[src/hdl/tms_ram.sv]
// ----------------------------------------------------------------------------
// Generic simple dual-port RAM
// One write port and one read port with registered read data.
// ----------------------------------------------------------------------------
module tms_ram #(
  parameter int WIDTH = 8,
  parameter int DEPTH = 16
) (
  input  logic                     clk,
  input  logic                     wr_en,
  input  logic [$clog2(DEPTH)-1:0] wr_addr,
  input  logic [WIDTH-1:0]         wr_data,
  input  logic                     rd_en,
  input  logic [$clog2(DEPTH)-1:0] rd_addr,
  output logic [WIDTH-1:0]         rd_data
);

  logic [WIDTH-1:0] mem [DEPTH];

  always_ff @(posedge clk) begin
    if (wr_en) begin
      mem[wr_addr] <= wr_data;
    end
    if (rd_en) begin
      rd_data <= mem[rd_addr];
    end
  end

endmodule

[config.mk]
export PLATFORM = sky130hd
export DESIGN_NAME = tms_ram
export DESIGN_NICKNAME = d
export VERILOG_FILES = /design/src/hdl/tms_ram.sv
export SDC_FILE = /design/constraint.sdc
export NUM_CORES = 1
export LEC_CHECK = 0
export ABC_AREA = 0
export BUFFER_PORTS_ARGS = -buffer_cell sky130_fd_sc_hd__buf_2
export CAP_MARGIN = 20
export CORE_ASPECT_RATIO = 1.1
export CORE_UTILIZATION = 30
export CTS_BUF_LIST = sky130_fd_sc_hd__clkbuf_4
export CTS_CLUSTER_DIAMETER = 100
export DETAILED_ROUTE_END_ITERATION = 6
export HOLD_SLACK_MARGIN = 0.02
export PLACE_DENSITY = 0.46
export SYNTH_ARGS = -nofsm -noshare
export SYNTH_HDL_FRONTEND = slang
export SYNTH_SLANG_ARGS = --single-unit
[constraint.sdc]
create_clock -name clk -period 2.2 [get_ports clk]
set_input_delay 0.22 -clock clk [delete_from_list [all_inputs] [get_ports clk]]
set_output_delay 0.22 -clock clk [all_outputs]
set_load 0.02 [all_outputs]
==> flow_summary_export.csv <==
group,metric,value,unit
critical_path,cp_num_buf_inv,0,
grt,grt_pass1_vias,2649,
routing,wirelength,10900,um
floorplanning,die_w,128,um
clock_network,cts-buffers-inserted,17,
floorplanning,core_area,17000,um2
critical_path,startpoint,"mem[6][6]",
critical_path,critPathLaunchType,"register",
grt,grt_max_degree,33,
placed_design,dp.cells,507,
finish,final_common_cell,"edfxtp_1",
grt,grt_pass1_wl,16600,um
finish,finalNonFillerCells,541,
routing,drtAntennaViolNets,0,
synth,synth-compound-area-share,2.30,%
clock_network,cts_resized,0,
min_path,min_path_type,"input pin to register",
critical_path,reg2reg_depth,3,
sta,finalCriticalPeriod,1.56,ns
sta,rsz0062_at_grt,"no",
grt,grt.overflow.total,0,
critical_path,critPathTopFamily,"multiplexers",
finish,multi_input_area,1060,um2
routing,drtPass1Iterations,4,
synth,syn_inst,229,
synth,synth_area_per_cell,22.8,um2
sta,fin_crit_sh,71.0,%
critical_path,worst_path_max_delay_cell,"mux4_2",
critical_path,worstPathMaxFanout,1,
clock_network,clkTransAtPathRegs,0.11,ns
critical_path,r2r_slack,0.64,ns
floorplanning,io_pins,27,
synth,synth_mux_area_share,14.8,%
routing,met2_length,5200,um
finish,final_cell_mix,"edfxtp_1, buf_2, buf_4",
power_and_ir_drop,p_leak,2.05,nW
critical_path,worstSetupPathDepth,3,
floorplanning,start_util,30.7,%
critical_path,critPathRequiredTime,2.45,ns
routing,wl_per_cell,20.2,um
sta,maxSlewViolCount,0,
critical_path,cp.arrival,1.82,ns
placed_design,gp_congestion,0.672,
sta,timing.slew.headroom,67.7,%
routing,drc_errors,0,
synth,synth_seq_cells,136,
finish,syn_to_final_growth,17.1,%
critical_path,criticalPathCategory,"register to register",
synth,synth_top_family_by_area,"multiplexers",
synth,synthAdderAreaFrac,0,%
power_and_ir_drop,peakVddDrop,336,uV
routing,top_layer,"met4",
placed_design,hpwlAfterDp,7200,um
routing,viasPerCell,4.63,
sta,setup_viol,0,
finish,nFillCells,1635,
min_path,min_path_cells,1,
sta,tightestPinTransition,0.484,ns
synth,syn_area,5230,um2
floorplanning,core.rowCount,50,
sta,tns,0,ns
sta,max_freq,0.640,GHz
sta,finalHoldViolations,0,
synth,synth-warning-count,0,
synth,post_synth_num_cell_types,18,
floorplanning,die_height,140,um
clock_network,root_buffer,"clkbuf_4",
synth,synth_nets,248,
critical_path,max_stage_delay,0.48,ns
floorplanning,dieArea,18000,um2
finish,seqCellArea,4080,um2
critical_path,r2r_start,"mem[6][6]",
critical_path,critPathCapture,"rd_data[6]",
routing,dr.first_iter.drc_count,179,
flow_run,drv_cap,0,
synth,ys_seq_area_share,78.1,%
clock_network,clock_sinks,136,
clock_network,cts_tree,"built",
grt,grtUsageTotal,13.5,%
grt,antenna_found_initial,1,
clock_network,worstSkewPairLatency,0.52,ns
clock_network,cts.path.max_buffers,2,
clock_network,h-tree-depth,4,
finish,layout.nets,312,
synth,synth_simple_gate_area_share,3.14,%
sta,clock-skew-final,0.0151,ns
placed_design,io_buffers,26,
routing,wl_met1,5080,um
synth,synth_xor_area_share,0,%
routing,vias,2504,
critical_path,r2r_end,"rd_data[6]",
critical_path,cp-end-kind,"register",
run_status,status,"completed",
power_and_ir_drop,power_density,793,nW/um2
finish,drive_gt1_share,33.7,%
routing,dr_wl_met3,394,um
critical_path,crit_chain,"mux4_2, a22oi_1, nand2_1",
[through the flow]
| stage | util, % | hold slack [ns] | setup slack, ns | area, um2 | total power (W) |
|---|---|---|---|---|---|
| floorplan | - | 0.319 | 0.487 | 5230 | 0.00315 |
| global placement | 34.2 | 0.618 | 0.228 | 5820 | 0.00329 |
| detailed placement | 34.2 | 0.609 | 0.220 | 5820 | 0.00330 |
| CTS | 35.9 | 0.0322 | 0.656 | 6120 | 0.00492 |
| global route | 36.0 | 0.0390 | 0.562 | 6120 | 0.00504 |
| finish | 36.0 | 0.0818 | 0.637 | 6120 | 0.00485 |
[kinds of logic (layout without fill, tap and decap cells)]
| kind of cell | count (synthesis) | in the layout |
|---|---|---|
| flip-flops | 136 | 136 |
| AND/OR/NAND/NOR | 35 | 35 |
| multiplexers | 32 | 32 |
| AO/OA/AOI/OAI | 16 | 16 |
| buffers and inverters | 10 | 87 |
| other | 0 | 1 |
[cell usage after synthesis]
library cell	instances	share of area (%)
nor2_1	13	0.93
nor2b_1	1	0.12
buf_4	1	0.14
nand3_1	1	0.096
or3b_2	1	0.17
buf_2	3	0.29
edfxtp_1	136	78
nand3b_1	2	0.29
mux4_2	18	7.8
nand2b_1	2	0.24
nand2_1	9	0.65
mux4_1	14	7.0
a22oi_1	16	2.3
buf_6	3	0.65
nor3_1	4	0.38
and2_1	1	0.12
and2b_1	1	0.14
clkdlybuf4s25_2	3	0.57
[worst reg2reg max path: cells and delay by family, from the launching register on]
kind / cells / cell delay (ns)
multiplexers: 1 / 0.48
flip-flops: 1 / 0.39
AND/OR/NAND/NOR: 1 / 0.14
AO/OA/AOI/OAI: 1 / 0.29
[repair_timing]
item | CTS | global route
hold buffers | 1 | 0
endpoints found under the hold margin | 3 | 0
setup buffers | 0 | 0
[final cells by class]
type | count | share of cell area [%]
antenna | 1 | 0.0409
clock buffer | 20 | 2.45
clock inverter | 12 | 2.17
multi-input combinational | 83 | 17.3
sequential | 136 | 66.7
tap | 234 | 4.78
timing repair buffer | 55 | 6.54
[state kept, by name, indices dropped and copies added (netlist names)]
register	flops
rd_data	8
mem	128
[routing by layer]
layer / vias up / track usage [%]
met3: 16 / 3.32
met2: 76 / 20.6
met1: 1298 / 18.0
met5: - / 0
met4: 0 / 6.19
li1: 1114 / -
[how the worst min path moves through the flow]
stage                      end       start  slack [ns]
finish               mem[5][4]  wr_data[4]        0.08
global placement    rd_data[2]       rd_en        0.62
CTS                  mem[5][4]  wr_data[4]        0.03
floorplan            mem[0][0]  wr_data[0]        0.32
global route         mem[6][6]  wr_data[6]        0.04
detailed placement  rd_data[2]       rd_en        0.61
[report_power, final]
group / internal (W) / switching, W
logic: 0.000126 / 0.000176
registers: 0.00291 / 0.0000139
clock network: 0.000805 / 0.000816
total: 0.00384 / 0.00101
Power figures use the tool's default switching activity.
